## src/rtl/core/fbpa_pkg.sv

```systemverilog
// ----------------------------------------------------------------------------
// fbpa_pkg
// Shared types and constants for the fixed block pool allocator.
// ----------------------------------------------------------------------------
package fbpa_pkg;

    localparam int MAX_BLOCKS_DEF = 256;
    localparam int ALIGN_BYTES    = 4;
    localparam int DIV_W          = 17;
    localparam int CFG_IDX_W      = 1;

    typedef enum logic [1:0] {
        OP_INIT  = 2'd0,
        OP_ALLOC = 2'd1,
        OP_FREE  = 2'd2,
        OP_NOP   = 2'd3
    } op_t;

    typedef enum logic [2:0] {
        ST_OK         = 3'd0,
        ST_TOO_LARGE  = 3'd1,
        ST_NO_MEMORY  = 3'd2,
        ST_BAD_CONFIG = 3'd3,
        ST_NOT_READY  = 3'd4
    } status_t;

    typedef enum logic [CFG_IDX_W-1:0] {
        REG_POOL_BYTES  = 1'b0,
        REG_BLOCK_BYTES = 1'b1
    } cfg_reg_t;

    typedef struct packed {
        logic load;
        logic div_start;
        logic eff_cap;
        logic cnt_cap;
        logic sweep_clr;
        logic sweep_wr;
        logic fin_exec;
        logic fin_init_ok;
        logic fin_init_bad;
    } cmd_t;

    typedef struct packed {
        logic div_done;
        logic eff_bad;
        logic cnt_bad;
        logic sweep_last;
        logic out_free;
    } stat_t;

endpackage

```

## src/rtl/core/fbpa_div.sv

```systemverilog
// ----------------------------------------------------------------------------
// fbpa_div
// Restoring divider, one quotient bit per cycle.
// ----------------------------------------------------------------------------
module fbpa_div (
    input  logic                      aclk,
    input  logic                      aresetn,
    input  logic                      start,
    input  logic [fbpa_pkg::DIV_W-1:0] dividend,
    input  logic [fbpa_pkg::DIV_W-1:0] divisor,
    output logic                      done,
    output logic [fbpa_pkg::DIV_W-1:0] quotient
);
    import fbpa_pkg::*;

    localparam int CNT_W = $clog2(DIV_W + 1);

    logic [CNT_W-1:0] cnt_reg;
    logic             done_reg;
    logic [DIV_W-1:0] rem_reg;
    logic [DIV_W-1:0] quo_reg;
    logic [DIV_W-1:0] dvs_reg;

    logic [DIV_W:0]   shifted;
    logic [DIV_W+1:0] diff;
    logic             ge;
    logic [DIV_W-1:0] rem_next;
    logic [DIV_W-1:0] quo_next;

    always_comb begin
        shifted  = {rem_reg, quo_reg[DIV_W-1]};
        diff     = {1'b0, shifted} - {2'b00, dvs_reg};
        ge       = !diff[DIV_W+1];
        rem_next = ge ? diff[DIV_W-1:0] : shifted[DIV_W-1:0];
        quo_next = {quo_reg[DIV_W-2:0], ge};
    end

    always_ff @(posedge aclk) begin
        if (!aresetn) begin
            cnt_reg  <= '0;
            done_reg <= 1'b0;
        end else begin
            done_reg <= 1'b0;
            if (start) begin
                cnt_reg <= CNT_W'(DIV_W);
            end else if (cnt_reg != '0) begin
                cnt_reg <= cnt_reg - CNT_W'(1);
                if (cnt_reg == CNT_W'(1)) begin
                    done_reg <= 1'b1;
                end
            end
        end
    end

    always_ff @(posedge aclk) begin
        if (start) begin
            rem_reg <= '0;
            quo_reg <= dividend;
            dvs_reg <= divisor;
        end else if (cnt_reg != '0) begin
            rem_reg <= rem_next;
            quo_reg <= quo_next;
        end
    end

    assign done     = done_reg;
    assign quotient = quo_reg;

endmodule

```

## src/rtl/core/fbpa_ctrl.sv

```systemverilog
// ----------------------------------------------------------------------------
// fbpa_ctrl
// Request sequencer: decodes the opcode and steps the init sequence.
// ----------------------------------------------------------------------------
module fbpa_ctrl (
    input  logic                aclk,
    input  logic                aresetn,
    input  logic                s_valid,
    output logic                s_ready,
    input  logic [1:0]          s_opcode,
    input  fbpa_pkg::stat_t     stat,
    output fbpa_pkg::cmd_t      cmd
);
    import fbpa_pkg::*;

    typedef enum logic [8:0] {
        S_IDLE      = 9'b000000001,
        S_EXEC      = 9'b000000010,
        S_RND_WAIT  = 9'b000000100,
        S_EFF_CHK   = 9'b000001000,
        S_CNT_WAIT  = 9'b000010000,
        S_CNT_CHK   = 9'b000100000,
        S_SWEEP     = 9'b001000000,
        S_REPLY_OK  = 9'b010000000,
        S_REPLY_BAD = 9'b100000000
    } state_t;

    state_t state_reg;
    state_t state_next;

    always_comb begin
        cmd        = '0;
        state_next = state_reg;
        s_ready    = (state_reg == S_IDLE);
        case (state_reg)
            S_IDLE: begin
                if (s_valid) begin
                    cmd.load = 1'b1;
                    if (op_t'(s_opcode) == OP_INIT) begin
                        state_next = S_RND_WAIT;
                    end else begin
                        state_next = S_EXEC;
                    end
                end
            end
            S_EXEC: begin
                if (stat.out_free) begin
                    cmd.fin_exec = 1'b1;
                    state_next   = S_IDLE;
                end
            end
            S_RND_WAIT: begin
                cmd.eff_cap = 1'b1;
                state_next  = S_EFF_CHK;
            end
            S_EFF_CHK: begin
                if (stat.eff_bad) begin
                    state_next = S_REPLY_BAD;
                end else begin
                    cmd.div_start = 1'b1;
                    state_next    = S_CNT_WAIT;
                end
            end
            S_CNT_WAIT: begin
                if (stat.div_done) begin
                    cmd.cnt_cap = 1'b1;
                    state_next  = S_CNT_CHK;
                end
            end
            S_CNT_CHK: begin
                if (stat.cnt_bad) begin
                    state_next = S_REPLY_BAD;
                end else begin
                    cmd.sweep_clr = 1'b1;
                    state_next    = S_SWEEP;
                end
            end
            S_SWEEP: begin
                cmd.sweep_wr = 1'b1;
                if (stat.sweep_last) begin
                    state_next = S_REPLY_OK;
                end
            end
            S_REPLY_OK: begin
                if (stat.out_free) begin
                    cmd.fin_init_ok = 1'b1;
                    state_next      = S_IDLE;
                end
            end
            S_REPLY_BAD: begin
                if (stat.out_free) begin
                    cmd.fin_init_bad = 1'b1;
                    state_next       = S_IDLE;
                end
            end
            default: begin
                state_next = S_IDLE;
            end
        endcase
    end

    always_ff @(posedge aclk) begin
        if (!aresetn) begin
            state_reg <= S_IDLE;
        end else begin
            state_reg <= state_next;
        end
    end

endmodule

```

## src/rtl/core/fbpa_dp.sv

```systemverilog
// ----------------------------------------------------------------------------
// fbpa_dp
// Datapath: config registers, free list link memory, list head, byte count,
// init divider and the result register.
// ----------------------------------------------------------------------------
module fbpa_dp #(
    parameter int MAX_BLOCKS = fbpa_pkg::MAX_BLOCKS_DEF
) (
    input  logic                          aclk,
    input  logic                          aresetn,
    input  logic                          cfg_valid,
    input  logic [fbpa_pkg::CFG_IDX_W-1:0] cfg_index,
    input  logic [15:0]                   cfg_data,
    input  logic [1:0]                    s_opcode,
    input  logic [15:0]                   s_request_bytes,
    input  logic [7:0]                    s_block_index,
    output logic                          m_valid,
    input  logic                          m_ready,
    output logic [2:0]                    m_status,
    output logic [7:0]                    m_granted_index,
    output logic [15:0]                   m_free_bytes,
    input  fbpa_pkg::cmd_t                cmd,
    output fbpa_pkg::stat_t               stat
);
    import fbpa_pkg::*;

    localparam int IDX_W  = (MAX_BLOCKS > 1) ? $clog2(MAX_BLOCKS) : 1;
    localparam int LINK_W = $clog2(MAX_BLOCKS + 1);
    localparam int IXE_W  = (IDX_W > 8) ? IDX_W : 8;

    // config
    logic [15:0] pool_reg;
    logic [15:0] block_reg;

    // latched request
    op_t         op_reg;
    logic [15:0] req_reg;
    logic [7:0]  index_reg;

    // allocator state
    logic [LINK_W-1:0] head_reg, head_next;
    logic [15:0]       free_reg, free_next;
    logic [15:0]       eff_reg, eff_next;
    logic              ready_reg, ready_next;

    // init scratch
    logic [DIV_W-1:0] eff_tmp_reg;
    logic [DIV_W-1:0] cnt_reg;
    logic [IDX_W-1:0] sweep_reg;

    // link memory
    logic [LINK_W-1:0] link_mem [MAX_BLOCKS];
    logic [LINK_W-1:0] rdata_reg;
    logic              mem_we;
    logic [IDX_W-1:0]  mem_waddr;
    logic [LINK_W-1:0] mem_wdata;

    // result
    logic        m_valid_reg, m_valid_next;
    status_t     status_reg, status_next;
    logic [7:0]  grant_reg, grant_next;
    logic [15:0] out_free_reg, out_free_next;

    // divider
    logic [DIV_W-1:0] div_dividend;
    logic [DIV_W-1:0] div_divisor;
    logic             div_done;
    logic [DIV_W-1:0] div_quo;

    logic [LINK_W-1:0] null_link;
    logic [DIV_W-1:0]  rnd_sum;
    logic [16:0]       free_sum;
    logic [15:0]       free_add;
    logic [15:0]       free_sub;
    logic [IXE_W-1:0]  idx_ext;
    logic              idx_in_range;
    logic              head_null;
    logic              sweep_last;

    status_t     ex_status;
    logic [7:0]  ex_grant;
    logic [15:0] ex_free;
    logic        ex_pop;
    logic        ex_push;

    always_comb begin
        null_link    = LINK_W'(MAX_BLOCKS);
        rnd_sum      = {1'b0, block_reg} + DIV_W'(ALIGN_BYTES - 1);
        free_sum     = {1'b0, free_reg} + {1'b0, eff_reg};
        free_add     = free_sum[16] ? 16'hFFFF : free_sum[15:0];
        free_sub     = (free_reg >= eff_reg) ? (free_reg - eff_reg) : 16'd0;
        idx_ext      = IXE_W'(index_reg);
        idx_in_range = ({24'd0, index_reg} < 32'(MAX_BLOCKS));
        head_null    = (head_reg >= null_link);
        sweep_last   = (DIV_W'(sweep_reg) == (cnt_reg - DIV_W'(1)));
        div_dividend = {1'b0, pool_reg};
        div_divisor  = eff_tmp_reg;
    end

    fbpa_div u_div (
        .aclk      (aclk),
        .aresetn   (aresetn),
        .start     (cmd.div_start),
        .dividend  (div_dividend),
        .divisor   (div_divisor),
        .done      (div_done),
        .quotient  (div_quo)
    );

    always_comb begin
        stat.div_done   = div_done;
        stat.eff_bad    = (eff_tmp_reg == '0) || (eff_tmp_reg > {1'b0, pool_reg});
        stat.cnt_bad    = (cnt_reg > DIV_W'(MAX_BLOCKS));
        stat.sweep_last = sweep_last;
        stat.out_free   = !m_valid_reg || m_ready;
    end

    // alloc / free / nop outcome
    always_comb begin
        ex_status = ST_OK;
        ex_grant  = 8'd0;
        ex_free   = free_reg;
        ex_pop    = 1'b0;
        ex_push   = 1'b0;
        case (op_reg)
            OP_ALLOC: begin
                if (!ready_reg) begin
                    ex_status = ST_NOT_READY;
                end else if (req_reg > eff_reg) begin
                    ex_status = ST_TOO_LARGE;
                end else if (head_null) begin
                    ex_status = ST_NO_MEMORY;
                end else begin
                    ex_pop   = 1'b1;
                    ex_grant = 8'(head_reg);
                    ex_free  = free_sub;
                end
            end
            OP_FREE: begin
                if (!ready_reg) begin
                    ex_status = ST_NOT_READY;
                end else if (idx_in_range) begin
                    ex_push = 1'b1;
                    ex_free = free_add;
                end
            end
            default: begin
                ex_status = ST_OK;
            end
        endcase
    end

    always_comb begin
        head_next     = head_reg;
        free_next     = free_reg;
        eff_next      = eff_reg;
        ready_next    = ready_reg;
        status_next   = status_reg;
        grant_next    = grant_reg;
        out_free_next = out_free_reg;
        m_valid_next  = m_valid_reg && !m_ready;
        if (cmd.fin_exec) begin
            if (ex_pop) begin
                head_next = rdata_reg;
            end else if (ex_push) begin
                head_next = LINK_W'(index_reg);
            end
            free_next     = ex_free;
            status_next   = ex_status;
            grant_next    = ex_grant;
            out_free_next = ex_free;
            m_valid_next  = 1'b1;
        end else if (cmd.fin_init_ok) begin
            head_next     = '0;
            free_next     = pool_reg;
            eff_next      = eff_tmp_reg[15:0];
            ready_next    = 1'b1;
            status_next   = ST_OK;
            grant_next    = 8'd0;
            out_free_next = pool_reg;
            m_valid_next  = 1'b1;
        end else if (cmd.fin_init_bad) begin
            status_next   = ST_BAD_CONFIG;
            grant_next    = 8'd0;
            out_free_next = free_reg;
            m_valid_next  = 1'b1;
        end
    end

    always_ff @(posedge aclk) begin
        if (!aresetn) begin
            pool_reg    <= '0;
            block_reg   <= '0;
            head_reg    <= LINK_W'(MAX_BLOCKS);
            free_reg    <= '0;
            eff_reg     <= '0;
            ready_reg   <= 1'b0;
            m_valid_reg <= 1'b0;
        end else begin
            if (cfg_valid) begin
                case (cfg_reg_t'(cfg_index))
                    REG_POOL_BYTES:  pool_reg  <= cfg_data;
                    REG_BLOCK_BYTES: block_reg <= cfg_data;
                    default: begin
                        pool_reg <= pool_reg;
                    end
                endcase
            end
            head_reg    <= head_next;
            free_reg    <= free_next;
            eff_reg     <= eff_next;
            ready_reg   <= ready_next;
            m_valid_reg <= m_valid_next;
        end
    end

    always_ff @(posedge aclk) begin
        if (cmd.load) begin
            op_reg    <= op_t'(s_opcode);
            req_reg   <= s_request_bytes;
            index_reg <= s_block_index;
        end
        if (cmd.eff_cap) begin
            eff_tmp_reg <= rnd_sum & ~DIV_W'(ALIGN_BYTES - 1);
        end
        if (cmd.cnt_cap) begin
            cnt_reg <= div_quo;
        end
        if (cmd.sweep_clr) begin
            sweep_reg <= '0;
        end else if (cmd.sweep_wr) begin
            sweep_reg <= sweep_reg + IDX_W'(1);
        end
        status_reg   <= status_next;
        grant_reg    <= grant_next;
        out_free_reg <= out_free_next;
    end

    // link memory: one write port, one registered read port at the head
    always_comb begin
        mem_we    = cmd.sweep_wr || (cmd.fin_exec && ex_push);
        mem_waddr = cmd.sweep_wr ? sweep_reg : idx_ext[IDX_W-1:0];
        if (cmd.sweep_wr) begin
            mem_wdata = sweep_last ? null_link : (LINK_W'(sweep_reg) + LINK_W'(1));
        end else begin
            mem_wdata = head_reg;
        end
    end

    always_ff @(posedge aclk) begin
        if (mem_we) begin
            link_mem[mem_waddr] <= mem_wdata;
        end
        rdata_reg <= link_mem[head_reg[IDX_W-1:0]];
    end

    assign m_valid         = m_valid_reg;
    assign m_status        = status_reg;
    assign m_granted_index = grant_reg;
    assign m_free_bytes    = out_free_reg;

endmodule

```

## src/rtl/core/fixed_block_pool_allocator_core.sv

```systemverilog
// ----------------------------------------------------------------------------
// fixed_block_pool_allocator_core
// Fixed-size block pool allocator with a linked free list of block indices.
// ----------------------------------------------------------------------------
// Alloc, free and no-op: request latched on accept, result registered in the
// execute state once the output is free; no new request is taken before
// that. The link memory read port is read at the list head each cycle.
// Init: rounding and checks, one 17-step divider pass for the block count, then a
// link sweep (a rejected block size skips the divider). Synchronous active-low
// reset clears control, list head, counts, config; link memory is not cleared.
module fixed_block_pool_allocator_core #(
    parameter int MAX_BLOCKS = fbpa_pkg::MAX_BLOCKS_DEF
) (
    input  logic                          aclk,
    input  logic                          aresetn,
    input  logic                          cfg_valid,
    output logic                          cfg_ready,
    input  logic [fbpa_pkg::CFG_IDX_W-1:0] cfg_index,
    input  logic [15:0]                   cfg_data,
    input  logic                          s_valid,
    output logic                          s_ready,
    input  logic [1:0]                    s_opcode,
    input  logic [15:0]                   s_request_bytes,
    input  logic [7:0]                    s_block_index,
    output logic                          m_valid,
    input  logic                          m_ready,
    output logic [2:0]                    m_status,
    output logic [7:0]                    m_granted_index,
    output logic [15:0]                   m_free_bytes
);
    import fbpa_pkg::*;

    cmd_t  cmd;
    stat_t stat;

    assign cfg_ready = 1'b1;

    fbpa_ctrl u_ctrl (
        .aclk     (aclk),
        .aresetn  (aresetn),
        .s_valid  (s_valid),
        .s_ready  (s_ready),
        .s_opcode (s_opcode),
        .stat     (stat),
        .cmd      (cmd)
    );

    fbpa_dp #(
        .MAX_BLOCKS (MAX_BLOCKS)
    ) u_dp (
        .aclk            (aclk),
        .aresetn         (aresetn),
        .cfg_valid       (cfg_valid),
        .cfg_index       (cfg_index),
        .cfg_data        (cfg_data),
        .s_opcode        (s_opcode),
        .s_request_bytes (s_request_bytes),
        .s_block_index   (s_block_index),
        .m_valid         (m_valid),
        .m_ready         (m_ready),
        .m_status        (m_status),
        .m_granted_index (m_granted_index),
        .m_free_bytes    (m_free_bytes),
        .cmd             (cmd),
        .stat            (stat)
    );

endmodule

```

## config.mk

```make
export PLATFORM = sky130hd
export DESIGN_NAME = fixed_block_pool_allocator_core
export DESIGN_NICKNAME = d
export VERILOG_FILES = /design/src/rtl/core/fbpa_pkg.sv /design/src/rtl/core/fbpa_div.sv /design/src/rtl/core/fbpa_ctrl.sv /design/src/rtl/core/fbpa_dp.sv /design/src/rtl/core/fixed_block_pool_allocator_core.sv
export SDC_FILE = /design/constraint.sdc
export NUM_CORES = 2
export LEC_CHECK = 0
export BUFFER_PORTS_ARGS = -buffer_cell sky130_fd_sc_hd__buf_2
export CORE_MARGIN = 2
export CORE_UTILIZATION = 50
export CTS_CLUSTER_DIAMETER = 80
export DETAILED_ROUTE_END_ITERATION = 7
export PLACE_DENSITY_LB_ADDON = 0.05
export SLEW_MARGIN = 20
export SYNTH_ARGS = -nofsm -noshare
export SYNTH_HDL_FRONTEND = slang
export SYNTH_SLANG_ARGS = --single-unit
export TNS_END_PERCENT = 5
```

## constraint.sdc

```tcl
create_clock -name aclk -period 16.4 [get_ports aclk]
set_input_delay 0 -clock aclk [delete_from_list [all_inputs] [get_ports aclk]]
set_output_delay 0 -clock aclk [all_outputs]
set_load 0.05 [all_outputs]
```

### After elaboration in Yosys (flattened, before gate mapping)

Memory sizes are Yosys's and may differ from the RTL's. A register that Yosys moved wholly into a read port is not among the register bits.
Index checks and enable logic that the tools add are counted.

| storage, ports and cells | value |
|---|---|
| flip-flop bits (word level) | 230 |
| logic and storage cells | 155 |
| bits in writable memories | 2,304 |
| output and inout bits | 30 |
| input port bits | 48 |
| memories | 1 |

| cells by class | value |
|---|---|
| add/subtract/negate cells | 8 |
| muxes and demuxes | 73 |
| bitwise gates (word level) | 4 |
| equal/unequal tests | 18 |
| reduce and logical (&&, ||, !) cells | 22 |
| $lt $le $gt $ge | 5 |

Memories:

| memory | words | width | rd ports | clocked after Yosys merged registers in | write ports | line | source |
|---|---|---|---|---|---|---|---|
| u_dp.link_mem | 256 | 9 | 1 | 1 | 1 | fbpa_dp.sv:52 | `logic [LINK_W-1:0] link_mem [MAX_BLOCKS];` |

Operators with widths:

| operator | number |
|---|---|
| two-way mux 16 bit | 13 |
| two-way mux 9 bit | 12 |
| two-way mux 8 bit | 8 |
| case mux 9 bit (7 select lines) | 1 |
| case mux 16 bit (2 select lines) | 1 |
| two-way mux 1 bit | 26 |
| two-way mux 3 bit | 7 |
| subtractor 18 x 17 -> 19 bit | 1 |
| adder 16 x 16 -> 17 bit | 1 |
| adder 16 x 2 -> 17 bit (second input constant) | 1 |
| equality test 8 x 17 -> 1 bit | 1 |
| > comparator 17 x 16 -> 1 bit | 1 |
| > comparator 17 x 9 -> 1 bit (second input constant) | 1 |
| logical NOT 17 bit | 1 |
| two-way mux 17 bit | 1 |
| subtractor 17 x 1 -> 17 bit (second input constant) | 1 |
| greater-or-equal comparator 16 bit | 1 |
| > comparator 16 bit | 1 |
| subtractor 16 bit | 1 |
| two-way mux 5 bit | 2 |
| adder 8 x 1 -> 9 bit (second input constant) | 1 |
| equality test 9 x 1 -> 1 bit (second input constant) | 1 |
| equality test 9 x 2 -> 1 bit (second input constant) | 1 |
| equality test 9 x 3 -> 1 bit (second input constant) | 1 |
| 29 further kinds | 44 |

### Longest topological paths before layout

| depth | value |
|---|---|
| depth in word-level cells | 8 |
| mapped depth | 13 |
| gate-level depth less buffers | 11 |

### Cells and area by module

From an unflattened synthesis, not the netlist that was laid out.

| second synthesis, totals | value |
|---|---|
| cell total of the unflattened synthesis | 5,337 |
| area total of the unflattened synthesis | 102,208.0 µm² |

Modules (own cells, without submodules):

| module | cells each | times used | sequential area each (µm²) | area each (µm²) |
|---|---|---|---|---|
| fbpa_dp | 4,955 | 1 | 73,540.5 | 98,371.8 |
| fbpa_div | 300 | 1 | 1,481.4 | 3,191.8 |
| fbpa_ctrl | 80 | 1 | 180.2 | 633.1 |
| fixed_block_pool_allocator_core | 2 | 1 | 0.0 | 11.3 |

### Least setup slack after synthesis

Ideal clock, no wire load.

| timing | value |
|---|---|
| path type | reg2reg |
| start point | reg u_dp.cnt_reg[2] |
| end point | mem u_dp.link_mem[0][2] (netlist name), data pin |
| required time | 14.165 ns |
| slack | 1.919 ns |
| setup time | 2.235 ns |
| cell stages (with the launch flop) | 9 |
| arrival | 12.246 ns |
| period minus slack after synthesis | 14.481 ns |
| path buffers | 1 |
| cells stage by stage | edfxtp_1 or4_4 nor4_4 a311o_1 a2111oi_2 o2111ai_1 a21oi_2 buf_6 o31ai_1 |

| between the ends | value |
|---|---|
| longest elaborated chain between the ends | 4 |

RTL lines:

| element | line | source |
|---|---|---|
| from (decl) | fbpa_dp.sv:48 | `logic [DIV_W-1:0] cnt_reg;` |
| from (signal assigned) | fbpa_dp.sv:227 | `cnt_reg <= div_quo;` |
| subtractor 17 x 1 -> 17 bit | fbpa_dp.sv:95 | `sweep_last = (DIV_W'(sweep_reg) == (cnt_reg - DIV_W'(1)));` |
| equality test 8 x 17 -> 1 bit | fbpa_dp.sv:95 |  |
| two-way mux 9 bit | fbpa_dp.sv:244 | `mem_wdata = sweep_last ? null_link : (LINK_W'(sweep_reg) + LINK_W'(1));` |
| two-way mux 9 bit | fbpa_dp.sv:243 | `if (cmd.sweep_wr) begin` |
| named net u_dp.mem_wdata[2] | fbpa_dp.sv:56 | `logic [LINK_W-1:0] mem_wdata;` |
| to (decl) | fbpa_dp.sv:52 |  |

The timed path passes the listed nets, and every way through them passes these cells.

==> impl_metrics.json <==
{
  "synth_top_area_cell": "edfxtp_1",
  "drt_iter0_drc": 5287,
  "clockRootBuffer": "clkbuf_16",
  "wl_um": 254900,
  "worst-path-stages": 9,
  "final_common_cell": "edfxtp_1",
  "placed_cells": 7661,
  "final-setup-viol-count": 0,
  "fin_crit_ps": 5991,
  "finalSetupTns_ps": 0,
  "regMostFlops": "u_dp.link_mem",
  "cp_max_fo": 89,
  "async_flop_share_pct": 0,
  "layout_common_cells": "2420 x edfxtp_1, 720 x mux4_2, 343 x nor2_1",
  "syn_area_um2": 101300,
  "hold_end": "u_dp.head_reg[8]",
  "r2r_setup_slack_ps": 10410,
  "nFillCells": 14980,
  "grt_first_pass_wirelength_um": 366000,
  "worstHoldStart": "aresetn",
  "yosys_warnings": 0,
  "initial_core_util_pct": 50.22,
  "maxCapViolCount": 0,
  "r2r_cells": 9,
  "worstSkewPairLatency_ps": 920,
  "drtPass1Iterations": 8,
  "port_buffers": 76,
  "slowest_stage": "buf_4",
  "path_common_cell": "buf_4",
  "slew_headroom_pct": 16.64,
  "cp_top_family": "buffers and inverters",
  "antenna_found_initial": 3,
  "remaining_drc_errors": 0,
  "die-area_um2": 206200,
  "p_per_area_nw_per_um2": 117.7,
  "ys_ff_latch": 2543,
  "gp_congestion": 0.8507,
  "fp.dieW_um": 454.1,
  "vdd_drop_max_v": 0.0001054,
  "avgViaCountPerCell": 6.169,
  "pre_cts_slack_ps": 10200,
  "yosys.area.top_type_share_pct": 71.75,
  "hold_path.class": "primary input to register",
  "cp-start-kind": "register",
  "antenna_cells": 0,
  "routedWlPerCell_um": 30.93,
  "worstPathRequired_ps": 17150,
  "syn_inst": 5029,
  "synth_edf_count": 2420,
  "die_y_um": 454.1,
  "crit_type": "register to register",
  "htreeDepth": 5,
  "seq_area_frac_synth_pct": 74.18,
  "drive_gt1_share_pct": 25.21,
  "largest_reg_flops": 2304,
  "dominantRegCellSynth": "edfxtp_1",
  "worst_setup_path_end_kind": "register",
  "cts_tree": "yes",
  "grt_usage_pct": 24.79,
  "period_share_pct": 36.53,
  "grt_pass1_vias": 51060,
  "multiInputGateArea_um2": 24900,
  "rows": 165,
  "synth_area_leaders": "edfxtp_1 72%, mux4_2 16%, dfxtp_1 2.4%",
  "r2r-end": "u_dp.rdata_reg[7]",
  "finClkSkew_ps": 58.17,
  "critPathBufInv": 4,
  "rsz0062_at_grt": "no",
  "grt_overflow": 0,
  "seq_area_um2": 75140,
  "synthesis.nets": 5158,
  "io_pins": 78,
  "dpl.hpwl_um": 151500,
  "coreArea_um2": 201700,
  "cts_buffers": 286,
  "fin_nets": 5512,
  "drv_slew": 0,
  "hold_viol": 0,
  "worst_pin_slew_ps": 1246,
  "crit_start": "u_dp.head_reg[0]",
  "syn_to_final_growth_pct": 13.57,
  "worstHoldPathCells": 3,
  "reg2reg_from": "u_dp.head_reg[0]",
  "max-clock-path-buffers": 4,
  "fin_cells": 8241,
  "final_util_pct": 57.03,
  "grt_max_degree": 257,
  "fmax_mhz": 166.9,
  "cts.sinks": 2543,
  "ant_nets": 0,
  "leakagePower_nw": 35.82,
  "cp_data_arrival_time_ps": 6740,
  "path_clk_slew_ps": 60,
  "ys_types": 86,
  "run_status": "completed",
  "vias": 50840,
  "avgSynthCellArea_um2": 20.14,
  "slowest_delay_ps": 880,
  "fin_hold_ws_ps": 88.63,
  "worst_slack_ps": 10410,
  "cp_cell_sequence": "buf_12 -> buf_4 -> buf_4 -> buf_4 -> mux4_2 -> mux4_2 -> a22o_1 -> a221oi_1 -> o221ai_1"
}
-- routing by layer --
layer / GRT usage (%) / share of wire [%] / up-vias
met3: 4.158 / 6.4 / 380
met4: 6.255 / 2.3 / 2
met1: 36.53 / 43 / 27250
li1: - / - / 21440
met5: 0 / 0.0055 / -
met2: 38.93 / 48 / 1773
-- logic make-up (layout without fill, tap and decap cells) --
family                   after synthesis  in the layout  synth area share, %
AO/OA/AOI/OAI                        433            433                2.988
XOR/XNOR                              59             59               0.5102
adder cells (fa/ha/maj)               81             81                1.023
buffers and inverters                365            905                1.452
flip-flops                          2543           2543                74.18
multiplexers                         751            751                16.33
other                                  1              1             0.003702
AND/OR/NAND/NOR                      796            796                3.510
-- tightest hold or removal path, delay by kind of cell --
kind	cells	cell delay [ps]
AO/OA/AOI/OAI	1	140
buffers and inverters	2	790
-- cell usage after synthesis (5+ instances only) --
| library cell | instances |
|---|---|
| nor2b_1 | 16 |
| nand4_1 | 11 |
| nand3b_1 | 14 |
| clkbuf_1 | 167 |
| a21o_1 | 15 |
| mux2i_1 | 16 |
| edfxtp_1 | 2420 |
| inv_1 | 93 |
| nor3b_1 | 5 |
| o22a_1 | 8 |
| o211ai_1 | 16 |
| and2_1 | 13 |
| buf_1 | 32 |
| mux2_2 | 15 |
| or3_1 | 7 |
| o22ai_1 | 7 |
| xnor2_1 | 39 |
| nand3_1 | 32 |
| a22o_1 | 20 |
| a31oi_1 | 15 |
| and3_1 | 17 |
| mux4_2 | 720 |
| xor2_1 | 20 |
| o221ai_1 | 11 |
| o21a_1 | 18 |
| nor2_1 | 360 |
| nand2b_1 | 11 |
| a211oi_1 | 17 |
| nand2_1 | 227 |
| o21ai_0 | 52 |
| and4_1 | 7 |
| or2_2 | 8 |
| buf_2 | 71 |
| dfxtp_1 | 123 |
| nor4_1 | 9 |
| a21oi_1 | 101 |
| ha_1 | 78 |
| nor3_1 | 35 |
| o31ai_1 | 22 |
| a221oi_1 | 18 |
| a22oi_1 | 49 |
-- what timing repair did --
item,4_1_cts,5_1_grt
resized for setup,0,0
setup endpoints to repair,0,0
endpoints found under the hold margin,128,0
hold buffers,103,0
buffers inserted,0,0
-- power breakdown --
| part | switching, mW | internal (mW) | total (mW) |
|---|---|---|---|
| Clock | 2.47 | 3.47 | 5.94 |
| Combinational | 0.261 | 0.181 | 0.442 |
| Sequential | 0.0548 | 7.10 | 7.16 |
| Total | 2.79 | 10.8 | 13.5 |
-- stage by stage --
step,power [mW],area (µm²)
after floorplan,7.596,101300
after global placement,7.701,105400
after detailed placement,7.711,105400
after CTS,13.66,114900
after global routing,13.95,115000
final,13.54,115000
-- cell type report --
| class | count | area share [%] |
|---|---|---|
| Clock buffer | 357 | 6.607 |
| Clock inverter | 117 | 0.8049 |
| Inverter | 93 | 0.3100 |
| Multi-Input combinational cell | 2121 | 21.64 |
| Sequential cell | 2543 | 65.32 |
| Tap cell | 2672 | 2.906 |
| Timing Repair Buffer | 338 | 2.403 |
-- how the worst max path moves through the flow --
stage                                     end
after floorplan           u_dp.link_mem[0][2]
after global placement      u_dp.rdata_reg[1]
after detailed placement    u_dp.rdata_reg[2]
after CTS                   u_dp.rdata_reg[7]
after global routing        u_dp.rdata_reg[1]
final                       u_dp.rdata_reg[7]
(Power assumes the default switching activity.)
